**config.mk**
```make
export PLATFORM = sky130hd
export DESIGN_NAME = urxf_queue
export DESIGN_NICKNAME = d
export VERILOG_FILES = /design/src/urxf_pkg.sv /design/src/urxf_queue.sv
export SDC_FILE = /design/constraint.sdc
export NUM_CORES = 1
export LEC_CHECK = 0
export ABC_CLOCK_PERIOD_IN_PS = 3400
export BUFFER_PORTS_ARGS = -buffer_cell sky130_fd_sc_hd__buf_2
export CAP_MARGIN = 5
export CORE_MARGIN = 10
export CORE_UTILIZATION = 53
export DETAILED_ROUTE_END_ITERATION = 7
export GPL_ROUTABILITY_DRIVEN = 0
export GPL_TIMING_DRIVEN = 0
export PLACE_DENSITY = 0.81
export SETUP_SLACK_MARGIN = 0.3
export SYNTH_ARGS = -nofsm -noshare
export SYNTH_HDL_FRONTEND = slang
export SYNTH_SLANG_ARGS = --single-unit
```
**constraint.sdc**
```tcl
create_clock -name clk -period 3.4 [get_ports clk]
set_input_delay 0.34 -clock clk [delete_from_list [all_inputs] [get_ports clk]]
set_output_delay 0.34 -clock clk [all_outputs]
set_load 0.01 [all_outputs]
```
**src/urxf_pkg.sv**
```systemverilog
// Shared types and constants for the UART receiver with receive FIFO.
package urxf_pkg;

    // Width of the bit period register and of the tick counter.
    localparam int TICK_W = 16;
    // Width of one received byte.
    localparam int DATA_W = 8;
    // Width of the fill count result field.
    localparam int FILL_W = 11;
    // Reset value of the bit period register.
    localparam logic [TICK_W-1:0] BIT_TICKS_RESET = 16'd104;
    // Default receive FIFO depth.
    localparam int FIFO_DEPTH_DEF = 1024;
    // Index of the last data bit of a frame.
    localparam logic [2:0] LAST_BIT = 3'd7;

    // Receiver frame phases.
    typedef enum logic [1:0] {
        PH_IDLE = 2'd0,
        PH_HALF = 2'd1,
        PH_DATA = 2'd2,
        PH_STOP = 2'd3
    } rx_phase_t;

    // One classified tick, handed from the receiver to the FIFO side.
    typedef struct packed {
        logic              pop;
        logic              have_byte;
        logic [DATA_W-1:0] data;
        logic              ferr;
        logic              busy;
    } rx_event_t;

endpackage

```
**src/urxf_queue.sv**
```systemverilog
// Two entry queue that decouples the receiver from the FIFO side.
module urxf_queue
(
    input  logic                clk,
    input  logic                rst_n,
    input  logic                push,
    input  urxf_pkg::rx_event_t push_event,
    output logic                full,
    output logic                head_valid,
    output urxf_pkg::rx_event_t head_event,
    input  logic                pop
);
    import urxf_pkg::*;

    rx_event_t  entry_reg [2];
    logic       wr_ptr_reg;
    logic       rd_ptr_reg;
    logic [1:0] count_reg, count_next;

    assign full       = (count_reg == 2'd2);
    assign head_valid = (count_reg != 2'd0);
    assign head_event = entry_reg[rd_ptr_reg];

    // Occupancy follows pushes and pops.
    always_comb
    begin
        count_next = count_reg;
        if (push && !pop)
            count_next = count_reg + 1'b1;
        else if (pop && !push)
            count_next = count_reg - 1'b1;
    end

    // Entry storage.
    always_ff @(posedge clk)
    begin
        if (push)
            entry_reg[wr_ptr_reg] <= push_event;
    end

    // Pointers and occupancy.
    always_ff @(posedge clk or negedge rst_n)
    begin
        if (!rst_n)
        begin
            wr_ptr_reg <= 1'b0;
            rd_ptr_reg <= 1'b0;
            count_reg  <= 2'd0;
        end
        else
        begin
            if (push)
                wr_ptr_reg <= !wr_ptr_reg;
            if (pop)
                rd_ptr_reg <= !rd_ptr_reg;
            count_reg <= count_next;
        end
    end

endmodule

```
Word-level counts from Yosys, hierarchy flattened
Memory sizes are Yosys's and may differ from the RTL's.
Index checks and enable logic that the tools add are counted.
{"block": "word_totals", "regBits": 4, "latchBits": 0, "ramBits": 24, "mem_bits_ro": 0, "in_bits": 16, "elab_cells": 19, "memories": 1}
{"name": "entry_reg", "depth": 2, "word_bits": 12, "read_ports": 1, "rd_ports_with_merged_regs": 0, "write_ports": 1, "line": "urxf_queue.sv:15", "rtl": "rx_event_t entry_reg [2];"}
{"block": "op_classes", "add_sub_neg": 2, "mul": 0, "div": 0, "order_cmp": 0, "n_eq_ne": 1, "n_shift": 0, "mux": 4, "bitwise_logic": 0, "reduce_logical": 8}
{"op": "$logic_not A1 Y1", "n": 4}
{"op": "$mux W2", "n": 2}
{"op": "$reduce_bool A2 Y1", "n": 2}
{"op": "$add A2 B1 Y2 const B", "n": 1}
{"op": "$eq A2 B2 Y1 const B", "n": 1}
{"op": "$logic_and A1 B1 Y1", "n": 2}
{"op": "$mux W1", "n": 2}
{"op": "$sub A2 B1 Y2 const B", "n": 1}

Depth between registers and ports, before layout
Gate-level depths: netlist of run 1.
{"block": "depth", "ltp_word": 4, "ltp_mapped": 5, "depth_no_buf": 5}

Worst setup path before layout of run 1
OpenSTA, ideal clock, no wires.
{"block": "synth_path", "path_type": "reg-to-reg", "startpoint": "register wr_ptr_reg", "endpoint": "memory entry_reg[0][0] (netlist name) (enable)", "arrival_time_ps": 963, "t_required_ps": 3018, "path_slack_ps": 2055, "stages_incl_launch_ff": 2, "n_path_buf": 0, "synth_period_minus_slack_ps": 1345, "path_cell_list": "dfrtp_1 > nor2b_1"}
{"item": "start: declaration", "line": "urxf_queue.sv:16", "rtl": "logic wr_ptr_reg;"}
{"item": "start signal: assignment", "line": "urxf_queue.sv:53", "rtl": "wr_ptr_reg <= !wr_ptr_reg;"}
{"item": "end: declaration", "line": "urxf_queue.sv:15"}
Straight into the memory's write port.

==> results of run 1 <==
where the power goes:
| part | total, mW | switching [mW] | leakage (nW) | internal [mW] |
|---|---|---|---|---|
| clock network | 0.213 | 0.0942 | 0.0279 | 0.119 |
| logic | 0.348 | 0.164 | 0.255 | 0.184 |
| registers | 0.506 | 0.0419 | 0.272 | 0.464 |
cells in the mapped netlist:
library cell / number
dfrtp_1: 4
nor2_1: 1
ha_1: 1
buf_6: 1
inv_1: 1
xnor2_1: 1
mux2_4: 9
mux2_2: 3
or2_2: 1
and2_1: 1
edfxtp_1: 24
xor2_1: 4
nor2b_1: 2
timing repair:
action | 4_1_cts | 5_1_grt
hold endpoints to repair | 4 | 0
buffers inserted | 0 | 0
hold buffers | 1 | 0
per-layer routing:
layer | up-vias | track usage (%) | wire (um)
met2 | 16 | 15.7 | 1030
met3 | 0 | 3.90 | 134
li1 | 266 | - | -
met4 | 0 | 3.21 | 0
met5 | - | 0 | 0
met1 | 273 | 10.0 | 707
final timing paths:
kind                                        start                         to  slack [ps]  cells past startpoint
max in group asynchronous                   rst_n     rd_ptr_reg$_DFFE_PN0P_        2950                      2
setup reg to reg           wr_ptr_reg$_DFFE_PN0P_  entry_reg[0][8]$_DFFE_PP_        1760                      1
setup / recovery           rd_ptr_reg$_DFFE_PN0P_              head_event[1]        1640                      3
hold / removal                      push_event[7]  entry_reg[0][7]$_DFFE_PP_         190                      1
hold reg to reg            wr_ptr_reg$_DFFE_PN0P_     wr_ptr_reg$_DFFE_PN0P_         530                      1
min in group asynchronous                   rst_n   count_reg[1]$_DFFE_PN0P_         320                      2
final cells by class:
type | count | area share (%)
clock buffer | 3 | 1.69
timing repair buffer | 30 | 11.7
inverter | 1 | 0.282
buffer | 1 | 0.846
sequential | 28 | 61.7
clock inverter | 1 | 2.26
multi-input combinational | 23 | 19.1
tap | 27 | 2.54
cell families after synthesis:
logic type	after synthesis	synth area share (%)
XOR/XNOR	5	4.02
adder cells (fa/ha/maj)	1	1.15
buffers and inverters	2	1.38
flip-flops	28	75.3
multiplexers	12	15.5
AND/OR/NAND/NOR	5	2.64
==> flow_summary.json, run 1 <==
{
  "period_share_pct": 51.9,
  "fin_ws_ps": 1640,
  "syn_nets": 70,
  "grt_setup_unrepaired": "no",
  "maxSlewViolCount": 0,
  "rows": 16,
  "crit_chain": "buf_6 -> mux2_4 -> buf_2",
  "multi_input_area_um2": 254,
  "crit_family": "flip-flops",
  "grt_pass1_vias": 653,
  "via_count": 555,
  "max-cap-violations": 0,
  "grt.overflow.total": 0,
  "dp_cells": 109,
  "critPathBufInv": 2,
  "cts_sinks": 28,
  "p_per_area_nw_per_um2": 802,
  "max_stage_delay_ps": 450,
  "wl_um": 1870,
  "hpwlAfterDp_um": 1430,
  "syn_area_per_cell_um2": 20.6,
  "ctsResizeCount": 0,
  "die_w_um": 65.3,
  "yosys.area.top_type_share_pct": 66.1,
  "wl_per_cell_um": 16.4,
  "tns_ps": 0,
  "hold_path.class": "input port to flip-flop",
  "die_area_um2": 4270,
  "ys_ff_latch": 28,
  "ys_types": 13,
  "final-instance-count-excl-fill": 114,
  "p_total_mw": 1.07,
  "dpl-instance-area_um2": 1270,
  "drive_gt1_share_pct": 54.0,
  "ys_top_cells_by_area": "edfxtp_1 66%, mux2_4 12%, dfrtp_1 9.2%",
  "fin_hold_ws_ps": 189,
  "cts_tree": "done",
  "syn-cell-area_um2": 1090,
  "fin_crit_ps": 1760,
  "yosysSeqAreaShare_pct": 75.3,
  "yosys_warnings": 0,
  "viasPerCell": 4.87,
  "start_util_pct": 55.5,
  "fp.coreArea_um2": 1960,
  "cts.reportedPaths.clkPinSlew_ps": 150,
  "ioPinCount": 30,
  "area_growth_syn_to_layout_pct": 22.2,
  "required_ps": 3060,
  "final.fill_count": 153,
  "yosys.area.top_type": "edfxtp_1",
  "drc": 0,
  "worstMarginPinSlew_ps": 1060,
  "die_h_um": 65.3,
  "largest_reg_flops": 24,
  "path_max_fanout": 10,
  "regArea_um2": 821,
  "max-vdd-ir-drop_uv": 711,
  "cp-end-kind": "primary output",
  "first_pass_iters": 2,
  "layout_common_cells": "29 x buf_2, 24 x edfxtp_1, 9 x mux2_4, 4 x xor2_1, 4 x dfrtp_1",
  "design_area_um2": 1330,
  "cts_buffers": 3,
  "outcome": "complete, no violations",
  "clkLatencyLatePin_ps": 330,
  "setup_viol": 0,
  "finClkSkew_ps": 10.1,
  "grt_use_total_pct": 9.22,
  "detail-route-antenna-nets": 0,
  "grt_pass1_wl_um": 3110,
  "root_buffer": "clkbuf_4",
  "cts_max_path_buffers": 2,
  "h-tree-depth": 1,
  "final_common_cell": "buf_2",
  "fin_util_pct": 67.9,
  "port_buffers": 29,
  "grt_max_degree": 17,
  "critPathKind": "flip-flop to primary output",
  "timing.max_slew.rel_slack_pct": 29.3,
  "fmax_mhz": 567,
  "p_leak_nw": 0.555,
  "num-nets-final": 105,
  "synthCells": 53,
  "drtIter0Drc": 17,
  "antennaDiodeCount": 0,
  "antenna_found_initial": 0,
  "pre_cts_ws_ps": 1650,
  "cp_slowest_cell": "dfrtp_1",
  "critPathLaunchType": "flip-flop",
  "worstPathArrival_ps": 1420,
  "hold_viol": 0
}
No activity file was read; power rests on OpenSTA's default activity.
==> run 2, diff against run 1 <==
--- a/config.mk
+++ b/config.mk
@@ -5,15 +5,15 @@
 export SDC_FILE = /design/constraint.sdc
 export NUM_CORES = 1
 export LEC_CHECK = 0
-export ABC_CLOCK_PERIOD_IN_PS = 3400
+export ABC_CLOCK_PERIOD_IN_PS = 1650
 export BUFFER_PORTS_ARGS = -buffer_cell sky130_fd_sc_hd__buf_2
 export CAP_MARGIN = 5
 export CORE_MARGIN = 10
-export CORE_UTILIZATION = 53
+export CORE_UTILIZATION = 50
 export DETAILED_ROUTE_END_ITERATION = 7
 export GPL_ROUTABILITY_DRIVEN = 0
 export GPL_TIMING_DRIVEN = 0
-export PLACE_DENSITY = 0.81
+export PLACE_DENSITY = 0.77
 export SETUP_SLACK_MARGIN = 0.3
 export SYNTH_ARGS = -nofsm -noshare
 export SYNTH_HDL_FRONTEND = slang
==> constraint.sdc (replaced) <==
create_clock -name clk -period 1.65 [get_ports clk]
set_input_delay 0.165 -clock clk [delete_from_list [all_inputs] [get_ports clk]]
set_output_delay 0.165 -clock clk [all_outputs]
set_load 0.01 [all_outputs]
==> run 2 against run 1 <==
Against the previous run:
- final area increased by 1.5%
- sequential power rose by 100%
- critical path depth unchanged
- combinational power rose by 140%
- clock skew shrank 0.79 ps
- first-iteration DRC count down 59%
- clock power is 21% higher
- global-route usage decreased by 1.2 points
- power increased by 98%
- largest power group unchanged
- highest routed layer is now met4
==> flow_summary.json, run 2 (synthesis results as in run 1) <==
{
  "ioPinCount": 30,
  "regArea_um2": 821,
  "crit_chain": "buf_6 -> mux2_4 -> buf_2",
  "grt_pass1_vias": 589,
  "p_per_area_nw_per_um2": 1570,
  "wl_per_cell_um": 14.8,
  "setup_viol": 0,
  "fin_util_pct": 66.8,
  "min_to": "entry_reg[0][10]$_DFFE_PP_",
  "worstPathArrival_ps": 1300,
  "r2r_end": "entry_reg[1][0]$_DFFE_PP_",
  "viasPerCell": 4.69,
  "period_share_pct": 88.9,
  "holdPathStages": 1,
  "maxSlewViolCount": 0,
  "fin_crit_ps": 1470,
  "fin_hold_ws_ps": 33.4,
  "required_ps": 1480,
  "clkLatencyLatePin_ps": 310,
  "route.met3.wl_um": 187,
  "layout_common_cells": "28 x buf_2, 24 x edfxtp_1, 9 x mux2_4",
  "cts_buffers": 3,
  "hold_viol": 0,
  "final.fill_count": 146,
  "grt_use_total_pct": 8.03,
  "hold_path.startpoint": "push_event[10]",
  "cp_slowest_cell": "dfrtp_1",
  "die_h_um": 66.7,
  "antenna_found_initial": 0,
  "rr_worst_depth": 1,
  "num-nets-final": 109,
  "rows": 16,
  "grt_pass1_wl_um": 2680,
  "fmax_mhz": 682,
  "port_buffers": 29,
  "max_stage_delay_ps": 380,
  "met1Wirelength_um": 665,
  "multi_input_area_um2": 264,
  "grt_max_degree": 16,
  "cts_sinks": 28,
  "outcome": "complete, no violations",
  "fp.coreArea_um2": 2020,
  "p_total_mw": 2.11,
  "first_pass_iters": 4,
  "wl_met2_um": 862,
  "max-cap-violations": 0,
  "worstMarginPinSlew_ps": 549,
  "h-tree-depth": 1,
  "cts.reportedPaths.clkPinSlew_ps": 130,
  "grt.overflow.total": 0,
  "detail-route-antenna-nets": 0,
  "cts_tree": "done",
  "critPathLaunchType": "flip-flop",
  "path_max_fanout": 10,
  "root_buffer": "clkbuf_4",
  "wl_um": 1740,
  "area_growth_syn_to_layout_pct": 24.0,
  "reg2reg_slack_ps": 350,
  "worstReg2RegStart": "wr_ptr_reg$_DFFE_PN0P_",
  "cts_max_path_buffers": 2,
  "die_w_um": 66.7,
  "largest_reg_flops": 24,
  "die_area_um2": 4450,
  "timing.max_slew.rel_slack_pct": 63.4,
  "critPathKind": "flip-flop to primary output",
  "drtIter0Drc": 7,
  "via_count": 553,
  "antennaDiodeCount": 0,
  "routed.top_layer": "met4",
  "finClkSkew_ps": 9.33,
  "drive_gt1_share_pct": 56.0,
  "final_common_cell": "buf_2",
  "p_leak_nw": 0.570,
  "drc": 0,
  "hpwlAfterDp_um": 1310,
  "hold_path.class": "input port to flip-flop",
  "max-vdd-ir-drop_uv": 1050,
  "start_util_pct": 53.9,
  "cp-end-kind": "primary output",
  "tns_ps": 0,
  "grt_setup_unrepaired": "yes"
}
## run 2: how the worst max path moves through the flow
| stage | startpoint | end | slack [ps] | cells after the start |
|---|---|---|---|---|
| 6_report | rd_ptr_reg$_DFFE_PN0P_ | head_event[11] | 180 | 3 |
| 3_5_place_dp | wr_ptr_reg$_DFFE_PN0P_ | entry_reg[0][0]$_DFFE_PP_ | 2 | 1 |
| 3_3_place_gp | wr_ptr_reg$_DFFE_PN0P_ | entry_reg[0][8]$_DFFE_PP_ | 20 | 1 |
| 5_1_grt | rd_ptr_reg$_DFFE_PN0P_ | head_event[11] | 110 | 3 |
| 2_1_floorplan | wr_ptr_reg$_DFFE_PN0P_ | entry_reg[0][0]$_DFFE_PP_ | 310 | 1 |
| 4_1_cts | rd_ptr_reg$_DFFE_PN0P_ | head_event[11] | 170 | 3 |
## run 2: per-stage QoR
step / worst slack [ps] / cells / cell area [um2]
floorplan: 305 / 53 / 1090
global placement: 20.4 / 109 / 1270
detailed placement: 2.29 / 109 / 1270
CTS: 168 / 117 / 1330
global route: 106 / 118 / 1350
finish: 183 / 118 / 1350
## run 2: layer usage
| metal | global-route usage (%) | up-vias |
|---|---|---|
| li1 | - | 274 |
| met1 | 8.32 | 257 |
| met2 | 13.0 | 20 |
| met3 | 3.68 | 2 |
| met4 | 4.71 | 0 |
| met5 | 0 | - |
## run 2: final cells by class
class | instances | share of cell area [%]
sequential | 28 | 60.7
inverter | 1 | 0.278
tap | 27 | 2.50
timing repair buffer | 34 | 14.2
multi-input combinational | 23 | 19.5
clock inverter | 1 | 0.278
buffer | 1 | 0.833
clock buffer | 3 | 1.67
## run 2: report_power, final
part	internal (mW)	leakage (nW)	switching (mW)
combinational	0.466	0.283	0.368
clock	0.0882	0.0154	0.169
sequential	0.954	0.272	0.0694
## run 2: worst max-delay path: cells and delay by family (launching register included)
kind,cells,cell delay [ps]
muxes,1,310
DFF,1,380
buffers and inverters,2,320
## run 2: what timing repair did
item / CTS / global route
hold endpoints to repair: 4 / 0
buffers inserted: 3 / 1
hold buffers: 1 / 0
resized for setup: 1 / 3
endpoints found under the setup margin: 25 / 25
