===== config.mk =====
export PLATFORM = sky130hd
export DESIGN_NAME = urxf_rx_front
export DESIGN_NICKNAME = d
export VERILOG_FILES = /design/src/urxf_pkg.sv /design/src/urxf_rx_front.sv
export SDC_FILE = /design/constraint.sdc
export NUM_CORES = 1
export LEC_CHECK = 0
export BUFFER_PORTS_ARGS = -buffer_cell sky130_fd_sc_hd__buf_2
export CAP_MARGIN = 20
export CORE_MARGIN = 2
export CORE_UTILIZATION = 55
export CTS_CLUSTER_SIZE = 30
export DETAILED_ROUTE_END_ITERATION = 8
export PLACE_DENSITY = 0.76
export SLEW_MARGIN = 30
export SYNTH_ARGS = -nofsm -noshare
export SYNTH_HDL_FRONTEND = slang
export SYNTH_SLANG_ARGS = --single-unit

===== constraint.sdc =====
create_clock -name clk -period 6.51 [get_ports clk]
set_clock_uncertainty 0.2 [all_clocks]
set_input_delay 0.3255 -clock clk [delete_from_list [all_inputs] [get_ports clk]]
set_output_delay 0.3255 -clock clk [all_outputs]
set_load 0.02 [all_outputs]

===== src/urxf_pkg.sv =====
// Shared types and constants for the UART receiver with receive FIFO.
package urxf_pkg;

    // Width of the bit period register and of the tick counter.
    localparam int TICK_W = 16;
    // Width of one received byte.
    localparam int DATA_W = 8;
    // Width of the fill count result field.
    localparam int FILL_W = 11;
    // Reset value of the bit period register.
    localparam logic [TICK_W-1:0] BIT_TICKS_RESET = 16'd104;
    // Default receive FIFO depth.
    localparam int FIFO_DEPTH_DEF = 1024;
    // Index of the last data bit of a frame.
    localparam logic [2:0] LAST_BIT = 3'd7;

    // Receiver frame phases.
    typedef enum logic [1:0] {
        PH_IDLE = 2'd0,
        PH_HALF = 2'd1,
        PH_DATA = 2'd2,
        PH_STOP = 2'd3
    } rx_phase_t;

    // One classified tick, handed from the receiver to the FIFO side.
    typedef struct packed {
        logic              pop;
        logic              have_byte;
        logic [DATA_W-1:0] data;
        logic              ferr;
        logic              busy;
    } rx_event_t;

endpackage


===== src/urxf_rx_front.sv =====
// Receiver front end: samples the line each tick and classifies frame events.
module urxf_rx_front
(
    input  logic                      clk,
    input  logic                      rst_n,
    input  logic                      cfg_write,
    input  logic [urxf_pkg::TICK_W-1:0] cfg_data,
    input  logic                      in_valid,
    output logic                      in_stall,
    input  logic                      rx_level,
    input  logic                      pop_request,
    input  logic                      queue_full,
    output logic                      push_valid,
    output urxf_pkg::rx_event_t       push_event
);
    import urxf_pkg::*;

    logic [TICK_W-1:0] bit_ticks_reg;
    rx_phase_t         phase_reg, phase_next;
    logic [TICK_W-1:0] tick_counter_reg, tick_counter_next;
    logic [2:0]        bit_index_reg, bit_index_next;
    logic [DATA_W-1:0] shift_byte_reg, shift_byte_next;

    logic              accept;
    logic [TICK_W-1:0] tick_inc;
    logic [TICK_W-1:0] target;
    logic              wait_end;

    // A tick is taken whenever the queue has room.
    assign in_stall   = queue_full;
    assign accept     = in_valid && !queue_full;
    assign push_valid = accept;

    // Wait counter: one add, a compare against the current target and a wrap check.
    always_comb
    begin
        tick_inc = tick_counter_reg + 1'b1;
        target   = (phase_reg == PH_HALF) ? (bit_ticks_reg >> 1) : bit_ticks_reg;
        wait_end = (tick_inc >= target) || (tick_inc == '0);
    end

    // Next phase of the frame.
    always_comb
    begin
        phase_next = phase_reg;
        case (phase_reg)
            PH_IDLE:
            begin
                if (!rx_level)
                    phase_next = PH_HALF;
            end
            PH_HALF:
            begin
                if (wait_end)
                    phase_next = PH_DATA;
            end
            PH_DATA:
            begin
                if (wait_end && (bit_index_reg == LAST_BIT))
                    phase_next = PH_STOP;
            end
            PH_STOP:
            begin
                if (wait_end)
                    phase_next = PH_IDLE;
            end
            default:
            begin
                phase_next = PH_IDLE;
            end
        endcase
    end

    // Counter, bit index and shift register updates.
    always_comb
    begin
        tick_counter_next = tick_counter_reg;
        bit_index_next    = bit_index_reg;
        shift_byte_next   = shift_byte_reg;
        case (phase_reg)
            PH_IDLE:
            begin
                if (!rx_level)
                begin
                    tick_counter_next = '0;
                    bit_index_next    = '0;
                    shift_byte_next   = '0;
                end
            end
            PH_DATA:
            begin
                tick_counter_next = wait_end ? '0 : tick_inc;
                if (wait_end)
                begin
                    shift_byte_next[bit_index_reg] = rx_level;
                    bit_index_next = bit_index_reg + 1'b1;
                end
            end
            default:
            begin
                tick_counter_next = wait_end ? '0 : tick_inc;
            end
        endcase
    end

    // Event handed to the FIFO side for this tick.
    always_comb
    begin
        push_event.pop       = pop_request;
        push_event.have_byte = (phase_reg == PH_STOP) && wait_end && rx_level;
        push_event.ferr      = (phase_reg == PH_STOP) && wait_end && !rx_level;
        push_event.data      = shift_byte_reg;
        push_event.busy      = (phase_next != PH_IDLE);
    end

    // Receiver state advances on each accepted tick.
    always_ff @(posedge clk or negedge rst_n)
    begin
        if (!rst_n)
        begin
            phase_reg        <= PH_IDLE;
            tick_counter_reg <= '0;
            bit_index_reg    <= '0;
            shift_byte_reg   <= '0;
        end
        else if (accept)
        begin
            phase_reg        <= phase_next;
            tick_counter_reg <= tick_counter_next;
            bit_index_reg    <= bit_index_next;
            shift_byte_reg   <= shift_byte_next;
        end
    end

    // Bit period register.
    always_ff @(posedge clk or negedge rst_n)
    begin
        if (!rst_n)
            bit_ticks_reg <= BIT_TICKS_RESET;
        else if (cfg_write)
            bit_ticks_reg <= cfg_data;
    end

endmodule


## Word level (Yosys, flattened, before mapping)

Index checks and enable logic that the tools add are counted.

| storage, ports and cells | value |
|---|---|
| register bits after elaboration | 45 |
| input bits | 23 |

| cells by class | value |
|---|---|
| $add $sub $neg | 2 |
| magnitude comparators | 3 |
| equality and inequality tests | 6 |
| multiplexer cells | 18 |
| reductions and logical operators | 15 |

Operators by type and width:

| operator | count |
|---|---|
| 16-bit two-way mux | 4 |
| 16-bit by 1-bit adder with 16-bit output, second input constant | 1 |
| 16-bit >= comparator | 1 |
| 16-bit logical NOT | 1 |
| 8-bit two-way mux | 2 |
| 8-bit case mux with 2 select lines | 1 |
| 8-bit bitwise mux | 1 |
| 2-bit two-way mux | 4 |
| 2-bit case mux with 4 select lines | 1 |
| 1-bit logical AND | 6 |
| 3-bit two-way mux | 2 |
| 3-bit case mux with 2 select lines | 1 |
| 2-bit equality test, second input constant | 2 |
| 3-bit by 4-bit < comparator with 1-bit output, second input constant | 1 |
| 2-bit inequality test, second input constant | 2 |
| 4-bit AND reduction | 1 |
| 2-bit nonzero test | 2 |
| 3-bit by 1-bit adder with 3-bit output, second input constant | 1 |
| 1-bit demux with 3-bit select | 1 |
| 3-bit equality test, second input constant | 1 |
| 3-bit by 1-bit >= comparator with 1-bit output, second input constant | 1 |
| 2-bit by 1-bit equality test with 1-bit output, second input constant | 1 |
| 1-bit logical NOT | 2 |
| 2-bit logical NOT | 1 |
| other kinds (3) | 3 |

## Depth between registers and ports, before layout

Gate-level depths: netlist of the first run.

| logic depth | value |
|---|---|
| word-level depth | 8 |
| gate-level depth with buffers | 14 |
| gate-level depth less buffers | 13 |

## Worst setup path after synthesis of the first run

OpenSTA, ideal clock, no wires.

| timing | value |
|---|---|
| path kind | register -> output |
| start | register phase_reg[0] |
| end | output port push_event[0] (netlist name) |
| arrival | 3432 ps |
| data required time | 5984 ps |
| setup slack | 2553 ps |
| cell stages (with the launch flop) | 14 |
| buffers on the path | 4 |
| cells stage by stage | dfrtp_1 clkbuf_1 nand2b_1 clkbuf_1 clkbuf_1 mux2i_1 ha_1 a211oi_1 o21ai_0 a2111oi_0 a21oi_1 a211oi_4 buf_2 o21a_1 |

RTL lines:

| item | line | RTL |
|---|---|---|
| start, declared | urxf_rx_front.sv:19 | `rx_phase_t phase_reg, phase_next;` |
| start signal, assigned | urxf_rx_front.sv:128 | `phase_reg <= phase_next;` |
| end, declared | urxf_rx_front.sv:14 | `output urxf_pkg::rx_event_t push_event` |

==> results of run 1 <==
[synthesized netlist by cell type (3+ instances only)]
library cell	instances	area (um2)
and3_1	3	18.8
ha_1	20	250
mux2_2	17	191
a32o_1	11	110
mux2i_1	16	160
nand2b_1	4	25.0
a211o_1	7	61.3
dfstp_2	3	78.8
a21boi_0	7	52.6
inv_1	5	18.8
xnor2_1	10	87.6
nand3_1	14	70.1
nor2_1	15	56.3
nor4_1	4	25.0
xor2_1	8	70.1
a31oi_1	3	18.8
buf_2	7	35.0
dfrtp_1	42	1050
nand2_1	21	78.8
clkbuf_1	12	45.0
nor3_1	11	55.1
o21ai_0	12	60.1
a21oi_1	7	35.0
buf_4	4	30.0
nand4_1	3	18.8
[per-layer routing]
layer | share of wire, % | GRT usage [%]
met2 | 45 | 28.5
met4 | 1.5 | 7.76
met5 | 0 | 0
met3 | 5.6 | 3.85
met1 | 47 | 30.4
[where the power goes]
part | switching (W) | internal, W | total [W]
clock | 0.0000864 | 0.0000763 | 0.000163
sequential | 0.0000633 | 0.000317 | 0.000380
combinational | 0.000195 | 0.000166 | 0.000361
total | 0.000344 | 0.000559 | 0.000903
[metrics by stage]
| step | instance area [um2] | hold slack (ns) |
|---|---|---|
| 3_5_place_dp | 3290 | 0.161 |
| 4_1_cts | 3380 | 0.0475 |
| 3_3_place_gp | 3280 | 0.284 |
| 5_1_grt | 3390 | 0.0502 |
| 2_1_floorplan | 3150 | -0.170 |
| 6_report | 3390 | 0.0640 |
[cell families (layout without fill, tap and decap cells)]
family / count (synthesis) / count (layout) / synth area share (%)
buffers and inverters: 32 / 51 / 5.12
AND/OR/NAND/NOR: 96 / 96 / 17.9
XOR/XNOR: 18 / 18 / 5.00
flip-flops: 45 / 45 / 35.8
AO/OA/AOI/OAI: 67 / 67 / 17.1
adder cells (fa/ha/maj): 20 / 20 / 7.94
multiplexers: 33 / 33 / 11.2
[worst max-delay path, stage by stage, from the launching register on]
cell and delay [ns]:
dfrtp_1 0.70, nand2b_1 0.75, mux2i_1 0.27, ha_1 0.27
a211oi_1 0.18, o21ai_0 0.13, a2111oi_0 0.35, a21oi_1 0.18
a211oi_4 0.51, buf_8 0.23, o21a_1 0.14, buf_2 0.15
[area by class of cell]
cell class              instances  share of cell area, %
flip-flops and latches         45                   33.3
clock buffers                   8                   2.36
well taps                      72                   2.66
inverters                       5                  0.553
multi-input cells             234                   54.9
repair buffers                 38                   6.27
[worst max path at each step]
stage,start,endpoint,slack (ns),cells past startpoint
after floorplan,phase_reg[0],push_event[0],2.55,13
after global placement,phase_reg[1],shift_byte_reg[2],1.97,11
after detailed placement,phase_reg[1],shift_byte_reg[6],1.76,11
after CTS,phase_reg[1],push_event[0],1.53,10
after global routing,phase_reg[1],push_event[0],1.51,11
final,phase_reg[1],push_event[0],1.83,11
==> impl_metrics.yaml, run 1 <==
status:
  status: "finished, final reports clean"
worst_setup_path:
  required_ns: 5.98
  path_class: "flop to output pin"
  r2r_setup_slack_ns: 2.09
  r2r_cells: 12
  critPathCaptureType: "output pin"
  reg2reg_to: "shift_byte_reg[6]"
  start_kind: "flop"
  crit_fanout: 22
  worstPathArrival_ns: 4.16
  crit-reg2reg-launch: "phase_reg[1]"
yosys:
  synth-seq-cells: 45
  synth_area_per_cell_um2: 10.1
  syn_inst: 311
  synth_top_flop_cell: "dfrtp_1"
  synth_warnings: 0
  seq_area_frac_synth_pct: 35.8
  synthesis.area_um2: 3150
  async_flop_share_pct: 100
  ys_types: 58
  synth-edff-count: 0
  synth_nets: 354
clocking:
  cts_hold_buffers: 1
  clk_latency_ns: 0.29
  cts_buffers: 5
  cts_sinks: 45
  clk_pin_slew_ns: 0.08
  max-clock-path-buffers: 2
  ctsRootBufferMaster: "clkbuf_8"
  cts_tree: "done"
  post-cts-setup-buffers: 0
  htreeDepth: 2
  cts_resized: 0
layout:
  multi_input_area_um2: 1860
  syn2layout_area_growth_pct: 7.62
  fill_cells: 462
  layout_commonest_cell: "dfrtp_1"
  finalNonFillerCells: 402
  antenna_cells: 0
  drive_above_1_share_pct: 22.7
  nNetsFinal: 372
  mostFrequentLayoutCells: "dfrtp_1 (42), buf_2 (33), nand2_1 (21)"
  register_area_um2: 1130
  fin_util_pct: 61.6
timing:
  min_period_over_period_pct: 72.0
  grt_setup_unrepaired: "no"
  setup_viol: 0
  slew_viol_final: 0
  relSlewSlack_pct: 43.0
  period_minus_slack_ns: 4.68
  hold_viol_final: 0
  worst_slack_ns: 1.83
  worst_pin_slew_ns: 0.855
  timing.fmax_mhz: 213
  fin_setup_tns_ns: 0
place:
  hpwlAfterDp_um: 4340
  portBuffers: 34
  dp_cells: 392
  gp_congestion: 0.808
  preCtsSetupSlack_ns: 1.76
drt:
  drc: 0
  wl_um: 5980
  drt_iter0_drc: 168
  vias: 2409
  wl_per_cell_um: 14.9
  vias_per_cell: 5.99
  ant_nets: 0
  first_pass_iters: 4
pwr:
  total_power_w: 0.000903
  p_leak_nw: 1.58
  power_density_nw_per_um2: 266
  irDropWorstVdd_mv: 0.222
global_routing:
  first_global_vias: 2132
  antenna_found_initial: 0
  track_usage_pct: 20.2
  grt_max_degree: 46
  grt_overflow: 0
  grt_pass1_wl_um: 10100
floorplan:
  rows: 27
  die_area_um2: 6350
  core_um2: 5510
  io_pins: 37
  die_w_um: 79.7
  die_h_um: 79.7
  start_util_pct: 57.2
worst_hold_path:
  holdPathEnd: "bit_ticks_reg[10]"
  min_from: "cfg_data[10]"
  whs_path_depth: 2
  min_path_type: "input pin to flop"
flow_run:
  cap_violations: 0
(Power assumes the default switching activity.)
==> run 2: changes to the inputs <==
--- a/config.mk
+++ b/config.mk
@@ -8,7 +8,7 @@
 export BUFFER_PORTS_ARGS = -buffer_cell sky130_fd_sc_hd__buf_2
 export CAP_MARGIN = 20
 export CORE_MARGIN = 2
-export CORE_UTILIZATION = 55
+export CORE_UTILIZATION = 53
 export CTS_CLUSTER_SIZE = 30
 export DETAILED_ROUTE_END_ITERATION = 8
 export PLACE_DENSITY = 0.76
==> constraint.sdc (replaced) <==
create_clock -name clk -period 4.3 [get_ports clk]
set_clock_uncertainty 0.2 [all_clocks]
set_input_delay 0.215 -clock clk [delete_from_list [all_inputs] [get_ports clk]]
set_output_delay 0.215 -clock clk [all_outputs]
set_load 0.02 [all_outputs]
==> run 2 against run 1 <==
Against the previous run:
- combinational power increased by 75%
- setup slack lost 1.6 ns
- sequential power grew 47%
- cell count rose by 6.0%
- flip-flop and latch count is the same
- total power grew 73%
- critical path depth grew 4
- clock-buffer cell count shrank 3
- highest routed layer unchanged
==> impl_metrics.yaml, run 2 (synthesis gave the netlist of run 1 again) <==
status:
  status: "finished, final reports clean"
drt:
  vias_per_cell: 6.12
  wl_um: 7200
  ant_nets: 0
  wl_per_cell_um: 16.9
  vias: 2606
  drc: 0
  first_pass_iters: 5
  drt_iter0_drc: 297
worst_setup_path:
  cp-endpoint: "push_event[0]"
  r2r_cells: 16
  crit-reg2reg-launch: "tick_counter_reg[1]"
  critPathSlowestCell: "dfrtp_1"
  cp_num_buf_inv: 5
  required_ns: 3.88
  path_common_cell: "inv_1"
  cp_cell_sequence: "ha_2 > nand4_1 > buf_4 > or3_4 > inv_1 > nand3_1 > xnor2_1 > ha_1 > a21o_1 > a21oi_1 > inv_1 > a211oi_4 > buf_12 > o21a_1 > buf_2"
  worstPathArrival_ns: 3.71
  worstSetupStartpoint: "tick_counter_reg[1]"
  r2r_setup_slack_ns: 0.43
  start_kind: "flop"
  cp.depth: 15
  critPathCaptureType: "output pin"
  critical_path.max_stage_delay_ns: 0.43
  path_class: "flop to output pin"
  crit_family: "simple AND/OR/NAND/NOR gates"
  crit_fanout: 19
  reg2reg_to: "phase_reg[0]"
global_routing:
  track_usage_pct: 23.1
  grt_overflow: 0
  grt_pass1_wl_um: 11700
  grt_max_degree: 46
  first_global_vias: 2453
  antenna_found_initial: 0
timing:
  relSlewSlack_pct: 49.6
  setup_viol: 0
  slew_viol_final: 0
  holdWs_ns: 0.108
  period_minus_slack_ns: 4.12
  hold_viol_final: 0
  worst_pin_slew_ns: 0.757
  min_period_over_period_pct: 95.9
  timing.fmax_mhz: 243
  fin_setup_tns_ns: 0
pwr:
  power_frac_comb_pct: 40.3
  power_density_nw_per_um2: 425
  power.switching_w: 0.000563
  swShare_pct: 36.0
  p_int_w: 0.00100
  power_frac_seq_pct: 35.6
  irDropWorstVdd_mv: 0.247
  clock_power_share_pct: 24.1
  p_leak_nw: 1.70
layout:
  final_area_um2: 3680
  syn2layout_area_growth_pct: 16.9
  layout_commonest_cell: "dfrtp_1"
  drive_above_1_share_pct: 25.1
  nNetsFinal: 393
  mostFrequentLayoutCells: "dfrtp_1 (40), buf_2 (33), nand2_1 (21)"
  antenna_cells: 0
worst_hold_path:
  min_from: "rx_level"
  min_path_type: "input pin to flop"
floorplan:
  io_pins: 37
  die_area_um2: 6580
  core_um2: 5820
  die_h_um: 81.1
  rows: 28
  die_w_um: 81.1
  start_util_pct: 54.2
place:
  portBuffers: 34
  post_dp_cell_area_um2: 3320
  hpwlAfterDp_um: 4670
  gp_congestion: 0.885
flow_run:
  cap_violations: 0
clocking:
  clk_latency_ns: 0.30
  clk_pin_slew_ns: 0.09
  ctsRootBufferMaster: "clkbuf_8"
  htreeDepth: 2
  cts_sinks: 45
  max-clock-path-buffers: 2
  cts_tree: "done"
  cts_buffers: 5
-- run 2: tightest hold or removal path, cell delays in order --
cell and delay [ns]:
buf_2 0.12, nor4_1 0.06, a21oi_1 0.11, nand3_1 0.07
-- run 2: how the worst min path moves through the flow --
stage	end	cells past startpoint
floorplan	bit_index_reg[0]	0
finish	phase_reg[0]	4
global placement	shift_byte_reg[1]	1
detailed placement	shift_byte_reg[1]	1
global route	phase_reg[0]	4
CTS	phase_reg[0]	4
-- run 2: final cells by class --
class	instances	area [um2]
tap	75	93.8
fill	479	2130
sequential	45	1130
timing repair buffer	59	433
clock buffer	5	68.8
multi-input combinational	234	1870
inverter	5	18.8
clock inverter	3	65.1
-- run 2: metrics by stage --
| stage | util [%] | instances | power [W] | worst slack [ns] |
|---|---|---|---|---|
| global placement | 57.0 | 397 | 0.00113 | 0.567 |
| finish | 63.4 | 426 | 0.00156 | 0.178 |
| floorplan | - | 311 | 0.00102 | 0.453 |
| global route | 63.4 | 426 | 0.00167 | -0.0655 |
| CTS | 62.3 | 422 | 0.00153 | 0.0497 |
| detailed placement | 57.1 | 397 | 0.00114 | 0.388 |
-- run 2: repair_timing --
action | in CTS | in global routing
resized for setup | 0 | 5
hold buffers | 17 | 0
hold endpoints to repair | 58 | 0
setup endpoints to repair | 0 | 3
setup buffers | 0 | 3
-- run 2: per-layer routing --
layer  routed length, um  up-vias  global-route usage, %
li1                    -     1236                      -
met1                3250     1284                   32.6
met2                3520       77                   36.3
met3                 297        9                   3.89
met4                 122        0                   7.80
met5                   0        -                      0
-- run 2: power by group through the flow --
stage / sequential (W) / combinational (W) / clock, W
after floorplan: 0.000541 / 0.000478 / 0
after detailed placement: 0.000560 / 0.000585 / 0
after CTS: 0.000553 / 0.000600 / 0.000380
after global routing: 0.000567 / 0.000703 / 0.000398
final: 0.000557 / 0.000630 / 0.000377
after global placement: 0.000556 / 0.000574 / 0
